## src/rtl/rrts_pkg.sv

```systemverilog
// ---------------------------------------------------------------------------
// rrts_pkg: shared types and constants for the round-robin task scheduler
// Holds opcode codes, field widths and the cell control struct.
// ---------------------------------------------------------------------------
package rrts_pkg;

	localparam int TASK_SLOTS_DEF = 16;
	localparam int SLICE_W = 16;
	localparam int PERIOD_W = 10;
	localparam int MS_W = 32;
	localparam int OP_W = 2;

	localparam logic [OP_W-1:0] OP_ADMIT = 2'd0;
	localparam logic [OP_W-1:0] OP_TICK = 2'd1;
	localparam logic [OP_W-1:0] OP_YIELD = 2'd2;
	localparam logic [OP_W-1:0] OP_SLEEP = 2'd3;

	localparam logic [SLICE_W-1:0] SLICE_RESET = 16'd10;
	localparam logic [PERIOD_W-1:0] PERIOD_RESET = 10'd10;

	typedef enum logic [2:0] {
		ST_IDLE,
		ST_DIV,
		ST_TICK,
		ST_WAKE,
		ST_OUT
	} state_t;

	// Broadcast command to every sleep cell.
	typedef struct packed {
		logic count; // count down on a tick
		logic load;  // start sleeping
	} cell_cmd_t;

endpackage

```

## src/rtl/rrts_sleep_cell.sv

```systemverilog
// ---------------------------------------------------------------------------
// rrts_sleep_cell: one task's sleep countdown
// Counts down on a tick and raises wake when the count expires. The wake
// request travels down the chain so the lowest waking task is served first.
// ---------------------------------------------------------------------------
module rrts_sleep_cell
	import rrts_pkg::*;
(
	input  logic            clk,
	input  logic            arst_n,
	input  cell_cmd_t       cmd,
	input  logic            sel,
	input  logic [MS_W-1:0] load_val,
	input  logic            ack,
	input  logic            wake_in,
	output logic            wake_out,
	output logic            wake_here,
	output logic            sleeping
);

	logic            sleeping_q;
	logic            pend_q;
	logic [MS_W-1:0] left_q;

	assign sleeping = sleeping_q;
	// This cell takes the wake slot only if no lower cell has claimed it.
	assign wake_here = pend_q && !wake_in;
	assign wake_out = pend_q || wake_in;

	always_ff @(posedge clk or negedge arst_n) begin
		if (!arst_n) begin
			sleeping_q <= 1'b0;
			pend_q <= 1'b0;
		end else if (cmd.load && sel) begin
			sleeping_q <= 1'b1;
		end else if (cmd.count && sleeping_q && left_q <= 1) begin
			sleeping_q <= 1'b0;
			pend_q <= 1'b1;
		end else if (ack && wake_here) begin
			pend_q <= 1'b0;
		end
	end

	always_ff @(posedge clk) begin
		if (cmd.load && sel) begin
			left_q <= load_val;
		end else if (cmd.count && sleeping_q && left_q > 1) begin
			left_q <= left_q - 1'b1;
		end
	end

endmodule

```

## src/rtl/rrts_divider.sv

```systemverilog
// ---------------------------------------------------------------------------
// rrts_divider: ceiling divide of a millisecond count by the tick period
// Restoring division, one quotient bit a cycle.
// ---------------------------------------------------------------------------
module rrts_divider
	import rrts_pkg::*;
(
	input  logic                clk,
	input  logic                arst_n,
	input  logic                start,
	input  logic [MS_W-1:0]     dividend,
	input  logic [PERIOD_W-1:0] divisor,
	output logic                done,
	output logic [MS_W-1:0]     quotient
);

	localparam int CNT_W = $clog2(MS_W + 1);

	logic [MS_W-1:0]     num_q;
	logic [PERIOD_W:0]   rem_q;
	logic [PERIOD_W-1:0] div_q;
	logic [CNT_W-1:0]    cnt_q;
	logic                busy_q;
	logic                done_q;
	logic [PERIOD_W:0]   trial;
	logic                ge;

	assign trial = {rem_q[PERIOD_W-1:0], num_q[MS_W-1]};
	assign ge = trial >= {1'b0, div_q};
	assign done = done_q;
	// Rounding up: one more whenever a remainder is left.
	assign quotient = num_q + {{(MS_W-1){1'b0}}, (rem_q != '0)};

	always_ff @(posedge clk or negedge arst_n) begin
		if (!arst_n) begin
			busy_q <= 1'b0;
			done_q <= 1'b0;
			cnt_q <= '0;
		end else begin
			done_q <= 1'b0;
			if (start) begin
				busy_q <= 1'b1;
				cnt_q <= CNT_W'(MS_W);
			end else if (busy_q) begin
				cnt_q <= cnt_q - 1'b1;
				if (cnt_q == CNT_W'(1)) begin
					busy_q <= 1'b0;
					done_q <= 1'b1;
				end
			end
		end
	end

	always_ff @(posedge clk) begin
		if (start) begin
			num_q <= dividend;
			rem_q <= '0;
			div_q <= (divisor == '0) ? PERIOD_W'(1) : divisor;
		end else if (busy_q) begin
			num_q <= {num_q[MS_W-2:0], ge};
			rem_q <= ge ? trial - {1'b0, div_q} : trial;
		end
	end

endmodule

```

## src/rtl/round_robin_task_scheduler.sv

```systemverilog
// ---------------------------------------------------------------------------
// round_robin_task_scheduler: round-robin scheduler with slices and sleep
// Ready queue, running task, per-task slices and a chain of sleep cells.
// ---------------------------------------------------------------------------
// Usage: each input transaction (opcode, task_number, sleep_ms) is one
// scheduler event: admit, tick, yield or sleep. Exactly one output
// transaction follows each input, carrying the running task (TASK_SLOTS
// means idle), a switch flag, the ready count and a reject status.
// Steps after the accepting edge: admit and yield go straight to the output
// state. A tick counts down the sleep cells, then serves each task that
// wakes, one by one; the wake scan walks the chain of sleep cells, lowest
// task first. A sleep waits in the divide state for the bit-serial ceiling
// divider (one quotient bit a cycle), but not when the idle task is running.
// One transaction is in flight at a time; ready stays low until its result
// has been delivered.
// Reset clears the queue, marks the idle task as running, wakes no one and
// loads the configuration registers with 10 ticks and 10 ms.
// When the receiver stalls, the result is held in the output register and
// no new transaction is taken until it is delivered.
// Configuration writes: index 0 is slice_length, index 1 tick_period_ms.
// ---------------------------------------------------------------------------
module round_robin_task_scheduler
	import rrts_pkg::*;
#(
	parameter int TASK_SLOTS = TASK_SLOTS_DEF
) (
	input  logic                 clk,
	input  logic                 arst_n,
	input  logic                 in_valid,
	output logic                 in_ready,
	input  logic [OP_W-1:0]      opcode,
	input  logic [3:0]           task_number,
	input  logic [MS_W-1:0]      sleep_ms,
	output logic                 out_valid,
	input  logic                 out_ready,
	output logic [4:0]           running_task,
	output logic                 switched,
	output logic [4:0]           ready_total,
	output logic                 status,
	input  logic                 cfg_we,
	input  logic                 cfg_index,
	input  logic [SLICE_W-1:0]   cfg_data
);

	localparam int TW = $clog2(TASK_SLOTS);
	localparam int CW = $clog2(TASK_SLOTS + 1);

	// Configuration registers.
	logic [SLICE_W-1:0]  slice_len_q;
	logic [PERIOD_W-1:0] period_q;

	always_ff @(posedge clk or negedge arst_n) begin
		if (!arst_n) begin
			slice_len_q <= SLICE_RESET;
			period_q <= PERIOD_RESET;
		end else if (cfg_we) begin
			if (cfg_index == 1'b0) begin
				slice_len_q <= cfg_data;
			end else begin
				period_q <= cfg_data[PERIOD_W-1:0];
			end
		end
	end

	// Ready queue as a shift register: entry 0 is the head.
	logic [TW-1:0]       queue_q [TASK_SLOTS];
	logic [CW-1:0]       count_q;
	logic [SLICE_W-1:0]  slice_q [TASK_SLOTS];
	logic [TASK_SLOTS-1:0] queued_q;
	logic [TW-1:0]       queue_d [TASK_SLOTS];
	logic [TASK_SLOTS-1:0] queued_d;

	state_t              state_q, state_d;
	logic [OP_W-1:0]     op_q;
	logic [3:0]          tn_q;
	logic [4:0]          prev_q;
	logic                reject_q;

	logic                out_valid_q;
	logic [4:0]          run_q;
	logic                sw_q;
	logic [4:0]          total_q;
	logic                status_q;

	logic                idle;
	logic [TW-1:0]       head;
	logic                admit_ok;
	logic                in_go;

	// Result as it stands after this transaction's queue update.
	logic [4:0]          run_now;
	logic [CW-1:0]       count_after;

	// Sleep cell chain.
	cell_cmd_t             cmd;
	logic [TASK_SLOTS-1:0] sel;
	logic [TASK_SLOTS:0]   wake_chain;
	logic [TASK_SLOTS-1:0] wake_here;
	logic [TASK_SLOTS-1:0] sleeping;
	logic                  wake_ack;
	logic [TW-1:0]         wake_task;

	// Divider.
	logic                div_start;
	logic                div_done;
	logic [MS_W-1:0]     ticks;

	assign in_go = in_valid && in_ready;
	assign idle = (count_q == '0);
	assign head = queue_q[0];
	assign admit_ok = ({1'b0, tn_q} < 5'(TASK_SLOTS)) && !sleeping[TW'(tn_q)]
		&& !queued_q[TW'(tn_q)];

	assign wake_chain[0] = 1'b0;
	genvar g;
	generate
		for (g = 0; g < TASK_SLOTS; g++) begin : g_cell
			assign sel[g] = (head == TW'(g));
			rrts_sleep_cell u_cell (
				.clk      (clk),
				.arst_n   (arst_n),
				.cmd      (cmd),
				.sel      (sel[g]),
				.load_val (ticks),
				.ack      (wake_ack),
				.wake_in  (wake_chain[g]),
				.wake_out (wake_chain[g+1]),
				.wake_here(wake_here[g]),
				.sleeping (sleeping[g])
			);
		end
	endgenerate

	// Encode the serviced wake request.
	always_comb begin
		wake_task = '0;
		for (int k = 0; k < TASK_SLOTS; k++) begin
			if (wake_here[k]) begin
				wake_task = TW'(k);
			end
		end
	end

	// The divider loads the request straight from the input port at the
	// accepting edge.
	rrts_divider u_div (
		.clk     (clk),
		.arst_n  (arst_n),
		.start   (div_start),
		.dividend(sleep_ms),
		.divisor (period_q),
		.done    (div_done),
		.quotient(ticks)
	);

	// Next state.
	always_comb begin
		state_d = state_q;
		case (state_q)
			ST_IDLE: begin
				if (in_go) begin
					case (opcode)
						OP_TICK:  state_d = ST_TICK;
						OP_SLEEP: state_d = ST_DIV;
						default:  state_d = ST_OUT;
					endcase
				end
			end
			ST_DIV:  if (div_done || idle) state_d = ST_OUT;
			ST_TICK: state_d = ST_WAKE;
			ST_WAKE: if (!wake_chain[TASK_SLOTS]) state_d = ST_OUT;
			ST_OUT:  if (!out_valid_q) state_d = ST_IDLE;
			default: state_d = ST_IDLE;
		endcase
	end

	// Outputs of the controller.
	always_comb begin
		in_ready = 1'b0;
		cmd = '0;
		wake_ack = 1'b0;
		div_start = 1'b0;
		case (state_q)
			ST_IDLE: begin
				in_ready = !out_valid_q;
				div_start = in_go && (opcode == OP_SLEEP);
			end
			ST_DIV:  cmd.load = div_done && !idle && (ticks != '0);
			ST_TICK: cmd.count = 1'b1;
			ST_WAKE: wake_ack = wake_chain[TASK_SLOTS];
			default: ;
		endcase
	end

	// Queue operations.
	logic            do_push, do_pop;
	logic [TW-1:0]   push_val;
	logic            slice_exp;

	assign slice_exp = slice_q[head] <= 1;

	always_comb begin
		do_push = 1'b0;
		do_pop = 1'b0;
		push_val = head;
		case (state_q)
			ST_OUT: begin
				if (state_d == ST_IDLE) begin
					case (op_q)
						OP_ADMIT: begin
							do_push = admit_ok;
							push_val = TW'(tn_q);
						end
						OP_YIELD: begin
							do_pop = count_q > CW'(1);
							do_push = do_pop;
						end
						default: ;
					endcase
				end
			end
			ST_DIV: begin
				if (div_done && !idle) begin
					do_pop = 1'b1;
					do_push = (ticks == '0);
				end
			end
			ST_TICK: begin
				do_pop = !idle && slice_exp;
				do_push = do_pop;
			end
			ST_WAKE: begin
				do_push = wake_chain[TASK_SLOTS];
				push_val = wake_task;
			end
			default: ;
		endcase
	end

	// Queue contents after a pop, a push or a rotation.
	logic [CW-1:0] tail;
	assign tail = do_pop ? count_q - 1'b1 : count_q;

	always_comb begin
		queued_d = queued_q;
		if (do_pop) queued_d[head] = 1'b0;
		if (do_push) queued_d[push_val] = 1'b1;
	end

	always_comb begin
		for (int k = 0; k < TASK_SLOTS; k++) begin
			queue_d[k] = queue_q[k];
		end
		if (do_pop) begin
			for (int k = 0; k < TASK_SLOTS - 1; k++) begin
				queue_d[k] = queue_q[k+1];
			end
		end
		for (int k = 0; k < TASK_SLOTS; k++) begin
			if (do_push && CW'(k) == tail) begin
				queue_d[k] = push_val;
			end
		end
	end

	always_ff @(posedge clk or negedge arst_n) begin
		if (!arst_n) begin
			state_q <= ST_IDLE;
			count_q <= '0;
			queued_q <= '0;
			out_valid_q <= 1'b0;
			prev_q <= 5'(TASK_SLOTS);
		end else begin
			state_q <= state_d;
			if (do_pop && !do_push) count_q <= count_q - 1'b1;
			if (do_push && !do_pop) count_q <= count_q + 1'b1;
			queued_q <= queued_d;
			if (out_valid_q && out_ready) out_valid_q <= 1'b0;
			if (state_q == ST_OUT && !out_valid_q) begin
				out_valid_q <= 1'b1;
				prev_q <= run_now;
			end
		end
	end

	// Queue contents and slices.
	always_ff @(posedge clk) begin
		for (int k = 0; k < TASK_SLOTS; k++) begin
			queue_q[k] <= queue_d[k];
		end
		if (state_q == ST_OUT && state_d == ST_IDLE && op_q == OP_ADMIT && admit_ok)
		begin
			slice_q[TW'(tn_q)] <= slice_len_q;
		end
		if (state_q == ST_TICK && !idle) begin
			slice_q[head] <= slice_exp ? slice_len_q : slice_q[head] - 1'b1;
		end
		if (in_go) begin
			op_q <= opcode;
			tn_q <= task_number;
		end
		if (state_q == ST_OUT && !out_valid_q) begin
			run_q <= run_now;
			sw_q <= run_now != prev_q;
			total_q <= 5'(count_after);
			status_q <= (op_q == OP_ADMIT) && !admit_ok;
		end
	end

	// Admit and yield update the queue at the same edge that loads the
	// result, so their effect on the head is looked ahead here.
	assign count_after = (op_q == OP_ADMIT && admit_ok) ? count_q + 1'b1 : count_q;
	always_comb begin
		if (op_q == OP_ADMIT && admit_ok && idle) begin
			run_now = 5'(tn_q);
		end else if (idle) begin
			run_now = 5'(TASK_SLOTS);
		end else if (op_q == OP_YIELD && count_q > CW'(1)) begin
			run_now = 5'(queue_q[1]);
		end else begin
			run_now = 5'(head);
		end
	end

	assign reject_q = 1'b0;
	assign out_valid = out_valid_q;
	assign running_task = run_q;
	assign switched = sw_q;
	assign ready_total = total_q;
	assign status = status_q | reject_q;

endmodule
```

## config.mk

```make
export PLATFORM = sky130hd
export DESIGN_NAME = round_robin_task_scheduler
export DESIGN_NICKNAME = d
export VERILOG_FILES = /design/src/rtl/rrts_pkg.sv /design/src/rtl/rrts_sleep_cell.sv /design/src/rtl/rrts_divider.sv /design/src/rtl/round_robin_task_scheduler.sv
export SDC_FILE = /design/constraint.sdc
export NUM_CORES = 2
export LEC_CHECK = 0
export ABC_CLOCK_PERIOD_IN_PS = 6000
export BUFFER_PORTS_ARGS = -buffer_cell sky130_fd_sc_hd__buf_4
export CAP_MARGIN = 15
export CORE_MARGIN = 1
export CORE_UTILIZATION = 61
export CTS_CLUSTER_DIAMETER = 80
export DETAILED_ROUTE_END_ITERATION = 8
export PLACE_DENSITY = 0.75
export SETUP_SLACK_MARGIN = 0.15
export SYNTH_ARGS = -nofsm -noshare
export SYNTH_HDL_FRONTEND = slang
export SYNTH_SLANG_ARGS = --single-unit
```

## constraint.sdc

```tcl
create_clock -name clk -period 6 [get_ports clk]
set_clock_uncertainty 0.15 [all_clocks]
set_input_delay 0.3 -clock clk [delete_from_list [all_inputs] [get_ports clk]]
set_output_delay 0.3 -clock clk [all_outputs]
set_load 0.05 [all_outputs]
```

Yosys cells after proc, flatten, opt, wreduce, memory -nomap -nowiden
Memory sizes are Yosys's and may differ from the RTL's.
Cells that the tools add are included.
{"block": "op_classes", "addsub": 22, "order_cmp": 40, "n_eq_ne": 39, "n_mux": 188, "bitwise_logic": 20, "reduce_logical": 249}
{"operator": "$mux W32", "n": 34}
{"operator": "$gt A32 B1 Y1 const B", "n": 16}
{"operator": "$le A32 B1 Y1 const B", "n": 16}
{"operator": "$sub A32 B1 Y32 const B", "n": 16}
{"operator": "$logic_and A1 B1 Y1", "n": 131}
{"operator": "$mux W4", "n": 28}
{"operator": "$reduce_bool A2 Y1", "n": 51}
{"operator": "$mux W1", "n": 92}
{"operator": "$mux W16", "n": 4}
{"operator": "$mux W60", "n": 1}
{"operator": "$eq A4 B5 Y1 const A", "n": 8}
{"operator": "$reduce_and A2 Y1", "n": 18}
{"operator": "$add A32 B1 Y32", "n": 1}
{"operator": "$eq A4 B4 Y1 const B", "n": 8}
{"operator": "$logic_not A32 Y1", "n": 1}
{"operator": "$reduce_bool A32 Y1", "n": 1}
{"operator": "$mux W5", "n": 6}
{"operator": "$mux W3", "n": 8}
{"operator": "$logic_not A1 Y1", "n": 22}
{"operator": "$eq A3 B5 Y1 const A", "n": 4}
{"operator": "$not A1 Y1", "n": 17}
{"operator": "$and A16 B16 Y16", "n": 1}
{"operator": "$eq A4 B3 Y1 const B", "n": 4}
{"operator": "$le A16 B1 Y1 const B", "n": 1}
{"operator": "other kinds (41)", "n": 69}
{"block": "word_totals", "ff_bits": 679, "ram_bits": 320, "inputBits": 60, "out_inout_bits": 14, "elab_cells": 627, "n_memories": 2}
{"name": "slice_q", "words": 16, "width": 16, "rd": 1, "rd_ports_with_merged_regs": 0, "wr": 1, "line": "round_robin_task_scheduler.sv:68", "text": "logic [SLICE_W-1:0] slice_q [TASK_SLOTS];"}
{"name": "queue_q", "words": 16, "width": 4, "rd": 16, "rd_ports_with_merged_regs": 0, "wr": 16, "line": "round_robin_task_scheduler.sv:66", "text": "logic [TW-1:0] queue_q [TASK_SLOTS];"}

Depth between registers and ports, before layout
{"block": "depth", "word_depth": 26, "depth_mapped": 20, "ltp_nobuf": 17}

Hierarchy
Synthesis repeated with hierarchy kept, for this count alone.
{"block": "hier_totals", "hier_cells": 4940, "hier_area_um2": 54979.0}
{"module": "rrts_sleep_cell at g_cell[15].u_cell ...", "n_inst": 9, "cells_per_inst": 219, "area_per_inst_um2": 2124.5, "seq_area_each_um2": 1011.0}
{"module": "round_robin_task_scheduler", "n_inst": 1, "cells_per_inst": 1088, "area_per_inst_um2": 17219.0, "seq_area_each_um2": 11557.3}
{"module": "rrts_sleep_cell at g_cell[0].u_cell ...", "n_inst": 6, "cells_per_inst": 219, "area_per_inst_um2": 2127.0, "seq_area_each_um2": 1011.0}
{"module": "rrts_divider", "n_inst": 1, "cells_per_inst": 341, "area_per_inst_um2": 3726.1, "seq_area_each_um2": 1681.6}
{"module": "rrts_sleep_cell at g_cell[9].u_cell", "n_inst": 1, "cells_per_inst": 226, "area_per_inst_um2": 2150.8, "seq_area_each_um2": 1011.0}

Worst setup path before layout
No wires, ideal clock.
{"block": "synth_timing", "kind": "register -> register", "start": "reg u_div.rem_q[3]", "end": "reg g_cell[6].u_cell.left_q[0] (enable)", "setup_ns": 0.658, "arrival_time_ns": 4.298, "required_ns": 5.192, "slack_ns": 0.894, "path_stages_with_launch": 17, "path_buffers": 4, "period_less_slack_ns": 5.106, "path_cell_list": "dfxtp_1 nor4_1 nand3_1 ha_1 ha_1 clkbuf_1 and4_1 nand2_1 xor2_1 o2111ai_1 nor4_1 a21boi_1 buf_2 nand3_1 clkbuf_1 clkbuf_1 o21ai_0"}
{"block": "synth_via", "elab_chain_cells": 7}
{"item": "start, declared", "line": "rrts_divider.sv:20", "text": "logic [PERIOD_W:0] rem_q;"}
{"item": "start signal, assigned", "line": "rrts_divider.sv:61", "text": "rem_q <= ge ? trial - {1'b0, div_q} : trial;"}
{"item": "$reduce_bool A11 Y1", "line": "rrts_divider.sv:32", "text": "assign quotient = num_q + {{(MS_W-1){1'b0}}, (rem_q != '0)};"}
{"item": "$add A32 B1 Y32", "line": "rrts_divider.sv:32"}
{"item": "$reduce_bool A32 Y1", "line": "round_robin_task_scheduler.sv:188", "text": "ST_DIV: cmd.load = div_done && !idle && (ticks != '0);"}
{"item": "$logic_and A1 B1 Y1", "line": "round_robin_task_scheduler.sv:188"}
{"item": "$mux W1", "line": "round_robin_task_scheduler.sv:183", "text": "case (state_q)"}
{"item": "$logic_and A1 B1 Y1", "line": "rrts_sleep_cell.sv:45", "text": "if (cmd.load && sel) begin"}
{"item": "$reduce_bool A2 Y1 (no source line)"}
{"item": "end signal, assigned", "line": "rrts_sleep_cell.sv:46", "text": "left_q <= load_val;"}
{"item": "end signal, assigned", "line": "rrts_sleep_cell.sv:48", "text": "left_q <= left_q - 1'b1;"}
{"item": "end, declared", "line": "rrts_sleep_cell.sv:23", "text": "logic [MS_W-1:0] left_q;"}
No other way between the ends.
A chain may end at the register's enable or synchronous reset.

==> reports/qor.yml <==
cells_and_area:
  area_growth_pct: 12.3
  final_common_cell: "edfxtp_1"
  antenna_cells: 0
  nNetsFinal: 4964
  fillers: 6052
  multiInputGateArea_um2: 21800
  fin_area_um2: 58500
  regArea_um2: 29400
  layout-drive-gt1-share_pct: 13.3
  layout_common_cells: "edfxtp_1, nand2_1, o21ai_0"
yosys:
  syn_nets: 4839
  ys_seq_elements: 999
  ys_seq_area_share_pct: 56.5
  ys_types: 89
  syn_inst: 4726
  syn_area_per_cell_um2: 11.0
  ys.flop_type: "edfxtp_1"
  synth_area_um2: 52000
  synth_edf_count: 892
  ys_warn_count: 0
  async_flop_share_pct: 9.61
die:
  dieArea_um2: 86500
  die_w_um: 294
  core_area_um2: 84100
  placementRows: 106
  die_h_um: 294
  io_pins: 74
  initial_core_util_pct: 61.9
outcome:
  status: "completed"
sta:
  maxSlewHeadroom_pct: 27.4
  period_needed_ps: 5440
  worst_pin_slew_ps: 1090
  rsz0062_at_grt: "false"
  drv_slew: 0
  hold_viol: 0
  fin_crit_sh_pct: 90.6
  fmax_mhz: 184
  fin_ws_ps: 562
  setup_violations: 0
  fin_tns_setup_ps: 0
global_routing:
  grtUsageTotal_pct: 31.6
  grt_first_pass_wirelength_mm: 209
  grt_start_max_net_pins: 66
  overflow: 0
  grt_pass1_vias: 35707
  antenna_found_initial: 9
placement:
  placed_cell_area_um2: 54500
  place_congestion: 0.909
  hpwl_mm: 80.8
  place_worst_setup_slack_ps: 717
  port_buffers: 73
setup_path:
  cp.arrival_ps: 5710
  crit_path_frequent_cell: "nand3_1"
  crit_required_ps: 6270
  slowest_delay_ps: 930
  cp_top_family: "simple AND/OR/NAND/NOR gates"
  worstPathMaxFanout: 20
  cpMaxStageDelayCell: "edfxtp_1"
  crit_chain: "buf_4 -> mux4_2 -> a22oi_1 -> nand2_2 -> nor4_4 -> nand4_2 -> nand3_1 -> a31oi_1 -> nor2_4 -> nand3_1 -> mux2_2"
  path_class: "flop to flop"
  cp_num_buf_inv: 1
  end_kind: "flop"
  crit_path_start_kind: "flop"
clocking:
  cts_tree: "done"
  clkSinkCount: 999
  htree_num_levels: 3
  cts-root-buf: "clkbuf_16"
  cts_buffers: 102
  clk_pin_slew_worst_paths_ps: 60
  clkLatencyLatePin_ps: 700
  postCtsSetupRepairBufs: 0
  cts_max_path_buffers: 3
run:
  max_cap_violations: 0
detailed_routing:
  drtIter0Drc: 4285
  vias: 37707
  wl_mm: 136
  route.detailed.drc: 0
  first_pass_iters: 8
  post_drt_wl_per_cell_um: 22.4
  routed.top_layer: "met4"
  postRouteAntennaNets: 0
  met1_length_mm: 54.1
  wl_met2_mm: 63.9
  viasPerCell: 6.21
  wl_met3_mm: 12.9
pwr:
  vdd_ir_drop_max_mv: 0.485
  p_leak_nw: 21.5
  p_per_area_nw_per_um2: 338
worst_hold_path:
  hp-class: "input pin to async pin"
## what timing repair did
| item | CTS | global route |
|---|---|---|
| hold buffers | 64 | 0 |
| gates resized for setup | 0 | 0 |
| hold endpoints to repair | 101 | 0 |
## synth_stat cells (all sizes together), types with 69 or more instances
library cell,instances,area [um2]
a21oi,71,355
nand2,797,2990
xnor2,175,1540
xor2,320,2800
nor2,322,1220
clkbuf,213,801
or4,75,563
inv,91,342
o21ai,582,2920
nor3,165,831
dfrtp,91,2280
mux4,69,1550
mux2,88,1110
edfxtp,892,26800
nor4,122,797
nand3,117,711
## worst register-to-register path: cells and delay by family (launching register included)
family                 cells  cell delay, ps
buffers and inverters      1             500
multiplexers               2             980
AND/OR/NAND/NOR            6            2230
AO/OA/AOI/OAI              2             390
flip-flops                 1             930
## cell type report
cell class	instances	share of cell area, %
clock buffers	130	4.62
clock inverters	62	1.04
repair buffers	266	3.71
inverters	92	0.591
multi-input cells	3390	37.3
well taps	1134	2.43
flip-flops and latches	999	50.3
## final timing paths
check / startpoint / end / slack [ps] / cells past startpoint
min reg2reg: period_q[4]$_DFFE_PN0P_ / u_div.div_q[4]$_SDFFCE_PN0P_ / 320 / 0
min in group clk: cfg_we / slice_len_q[1]$_DFFE_PN1P_ / 80 / 4
max in group asynchronous: arst_n / g_cell[2].u_cell.pend_q$_DFFE_PN0P_ / 4760 / 3
min: arst_n / period_q[3]$_DFFE_PN1P_ / 70 / 2
max reg2reg: queue_q[0][0]$_DFFE_PP_ / queue_q[1][25]$_DFFE_PP_ / 560 / 11
max: queue_q[0][0]$_DFFE_PP_ / queue_q[1][25]$_DFFE_PP_ / 560 / 11
## state kept, by name (all words and copies together) (netlist names), 2 cells and up
signal,flops
g_cell.u_cell.left_q,512
slice_q,256
queue_q,64
u_div.num_q,32
g_cell.u_cell.pend_q,16
g_cell.u_cell.sleeping,16
queued_q,16
slice_len_q,16
u_div.rem_q,11
period_q,10
u_div.div_q,10
u_div.cnt_q,6
count_q,5
prev_q,5
ready_total,5
running_task,5
tn_q,4
state_q,3
op_q,2
## per-layer routing
| layer | vias to the layer above | GRT usage, % |
|---|---|---|
| met5 | - | 0 |
| met4 | 0 | 11.9 |
| met3 | 296 | 4.53 |
| met2 | 1744 | 50.7 |
| met1 | 18252 | 44.0 |
| li1 | 17415 | - |
## where the power goes
group / leakage (nW) / internal (mW) / switching (mW)
clock: 1.61 / 3.52 / 2.81
sequential: 9.40 / 8.20 / 0.581
combinational: 10.5 / 1.26 / 3.40
## cell families after synthesis
family / synth area share [%]
xor gates and xnor gates: 8.34
AOI/OAI and AO/OA: 8.80
and+or+nand+nor: 16.8
adders and majority gates: 1.29
DFF: 56.5
buffers and inverters: 2.56
muxes: 5.66
## stage by stage
step / hold WS, ps / power, mW / util (%) / std cells
after floorplan: -146 / 10.9 / - / 4726
after global placement: 142 / 13.3 / 64.8 / 5817
after detailed placement: 146 / 13.4 / 64.8 / 5817
after CTS: 37.1 / 19.7 / 69.5 / 6073
after global routing: 53.6 / 20.3 / 69.5 / 6073
final: 70.2 / 19.8 / 69.5 / 6073
(Power assumes the default switching activity.)
